## src/hdl/mld_ram.sv

```systemverilog
// generic single write port ram with registered read
module mld_ram #(
    parameter int WIDTH = 8,
    parameter int DEPTH = 16,
    localparam int AW = $clog2(DEPTH)
) (
    input  logic             i_clk,
    input  logic             i_we,
    input  logic [AW-1:0]    i_waddr,
    input  logic [WIDTH-1:0] i_wdata,
    input  logic [AW-1:0]    i_raddr,
    output logic [WIDTH-1:0] o_rdata
);

    logic [WIDTH-1:0] r_mem [DEPTH];
    logic [WIDTH-1:0] r_rdata;

    always_ff @(posedge i_clk) begin
        if (i_we) begin
            r_mem[i_waddr] <= i_wdata;
        end
        r_rdata <= r_mem[i_raddr];
    end

    assign o_rdata = r_rdata;

endmodule

```

## config.mk

```make
export PLATFORM = sky130hd
export DESIGN_NAME = mld_ram
export DESIGN_NICKNAME = d
export VERILOG_FILES = /design/src/hdl/mld_ram.sv
export SDC_FILE = /design/constraint.sdc
export NUM_CORES = 1
export LEC_CHECK = 0
export ABC_AREA = 1
export BUFFER_PORTS_ARGS = -buffer_cell sky130_fd_sc_hd__buf_4
export CAP_MARGIN = 15
export CORE_UTILIZATION = 35
export DETAILED_ROUTE_END_ITERATION = 10
export PLACE_DENSITY_LB_ADDON = 0.3
export SETUP_SLACK_MARGIN = 0.05
export SYNTH_ARGS = -nofsm -noshare
export SYNTH_HDL_FRONTEND = slang
export SYNTH_SLANG_ARGS = --single-unit
```

## constraint.sdc

```tcl
create_clock -name i_clk -period 1.9 [get_ports i_clk]
set_clock_uncertainty 0.15 [all_clocks]
set_input_delay 0.285 -clock i_clk [delete_from_list [all_inputs] [get_ports i_clk]]
set_output_delay 0.285 -clock i_clk [all_outputs]
set_load 0.1 [all_outputs]
```

==> run metrics <==
first-pass iteration count of the detailed router 4; post-synth top area share around two thirds; Synth Net Count between 500 and 600; CP arrival between 1000 and 1500 ps; post-cts gate resize count 0; final net count slightly above 600; Iteration-0 DRC Markers 373; crit path capture type output pin; Max Cap Viol 0; total vias in the final route 3721; Buf/Inv on CP 1; number of antenna violations at the first check in global routing 0; GRT Residual Overflow 0; fin util 42.5%; DIE WIDTH roughly 130 um; Post-Syn Instances ~550; CP Data Required Time 1460 ps; Tightest Hold Check Type input pin to flip-flop; critical path type flip-flop to output pin; Skew-Pair Late Insertion Delay slightly above 400 ps; Post-synth top cells nand2_1, edfxtp_1, inv_1; DPL Wire Length 8080 um; Clk Tree Root Cell clkbuf_16; multiplexer area fraction after synthesis 0%; CTS Buffer Depth 2; main flop type after synthesis edfxtp_1; Synth Area in Adders 0%; met1 Track Usage GR a little under a quarter; vias in the first global route 3639; Core Area ~16000 um^2; register area share after synthesis 69.4%; post-synth top area cell edfxtp_1; Via density 4.53; pwr dens 1040 nW/um^2; Top Usage Layer GRT met2; Worst Hold Slack 46.3 ps; Detailed Route WL 12900 um; Yosys cell types 12; Worst VDD drop 0.000619 V; CTS Buf Count 17; Synth area leaders edfxtp_1, nand2_1, nand3_1; Max-slew headroom 59.3%; min-delay src i_raddr[3]; clock transition at the registers of the reported paths around 60 ps; CTS tree yes; FF+latch count, synth 136; met3 Use GR under 10%; CP cell instances buf_4; top-count cell post-synth nand2_1; Post-Synth XOR/XNOR Area 0%; Mapped Avg Cell Area around 10 um^2; pre-CTS worst setup slack 250 ps; hold buffer count at cts 0; status completed; first-pass GRT wire length just over 20000 um; All-Layer GR Usage 16.8%; CP startpoint kind flip-flop; fin cells just over 800; period utilization 80.0%; synthesis warning total 0; layout cells sized above 1 13.2%; # IOs 26; Synth Area in Compound Gates 0%; EDFF count, synth 128; Critical R2R Launch r_mem[1][0]; Hold Path Cell Cnt 3; die area 17000 um^2; synthesized area 5770 um^2; FILL cells around 1600; antenna cells 0; placed cell count 789; I/O Buffers 25; simple-gate portion of the synthesized area between 20% and 30%; Endpoint, Worst Hold o_rdata[2]; drt wl/cell about 16 um; DRT antenna net count 0; R2R setup slack 700 ps; Peak Freq 0.658 GHz; CTS H-tree lvls 4; max incr delay on CP 370 ps; Worst path top cell family by delay flip-flops; starting density of the core 36.0%; FF-to-FF End o_rdata[0]; RSZ-0062 raised after global routing no; DRC viols 0; Final Max Slew Viols 0; final hold viol count 0; r2r worst-path depth 6; final worst slack 380 ps; LEAKAGE ~2.9 nW; met2 Usage GRT 26.8%; Setup Viol. Count Final 0; Post CTS Setup Buffer Count 0; CP max FO 1; largest family of logic cells by synthesized area simple AND/OR/NAND/NOR gates; Final min period around 1500 ps; CP max-delay cell dfxtp_1; area delta synth->final 17.9%; chip height 130 um; ys async rst share 0%; CTS sink cnt 136; worst slew pin tran 610 ps; Setup TNS 0 ps; # rows 46; largest net degree at the start of global routing 39; gpl congestion approximately 0.84
[logic make-up after synthesis]
logic type / after synthesis
and+or+nand+nor: 289
DFF: 136
buffers and inverters: 126
[through the flow]
| stage | power, mW | instance area [um^2] |
|---|---|---|
| finish | 7.06 | 6800 |
| global route | 7.30 | 6800 |
| CTS | 7.15 | 6800 |
| detailed placement | 4.01 | 6230 |
| global placement | 4.01 | 6230 |
| floorplan | 3.81 | 5770 |
[final cells by class]
cell class / instances / area [um^2] / share of cell area, %
flip-flops and latches: 136 / 4000 / 58.9
well taps: 216 / 270 / 3.98
clock buffers: 17 / 425 / 6.26
repair buffers: 46 / 358 / 5.27
inverters: 102 / 383 / 5.63
clock inverters: 15 / 143 / 2.10
multi-input cells: 289 / 1210 / 17.9
[state kept, by name, indices dropped and copies added (netlist names)]
signal	flops
o_rdata	8
r_mem	128
[how the worst max path moves through the flow]
stage | startpoint | to | slack, ps | cells past startpoint
floorplan | i_waddr[2] | r_mem[10][0] | 510 | 2
finish | o_rdata[4] | o_rdata[4] | 380 | 1
global route | o_rdata[4] | o_rdata[4] | 340 | 1
global placement | i_raddr[1] | o_rdata[3] | 230 | 6
CTS | o_rdata[4] | o_rdata[4] | 350 | 1
detailed placement | i_raddr[2] | o_rdata[3] | 250 | 5
[tightest hold or removal path, cell delays in order]
cell and delay (ps):
buf_4 150, nand3_1 90, nand2_1 50
[placed cells by master, fill, tap and decap left out]
cell type	synthesis	final
buf_12	0	1
buf_4	4	45
bufinv_16	0	1
clkbuf_16	0	17
clkinv_2	0	1
clkinv_4	0	2
clkinvlp_4	0	5
dfxtp_1	8	8
edfxtp_1	128	128
inv_1	100	100
inv_2	2	2
inv_6	0	6
nand2_1	173	173
nand3_1	97	97
nand3b_1	2	2
nor2_1	17	17
[power breakdown]
part	switching, mW	total (mW)	internal [mW]	leakage, nW
Clock	1.30	3.12	1.82	0.264
Sequential	0.0236	3.38	3.35	1.22
Combinational	0.424	0.565	0.141	1.43
Total	1.75	7.06	5.32	2.91
[layer usage]
metal / share of wire, % / wire length (um)
met1: 46 / 5860
met2: 48 / 6180
met3: 5.2 / 670
met4: 1.2 / 150
met5: 0 / 0
(Power assumes the default switching activity.)
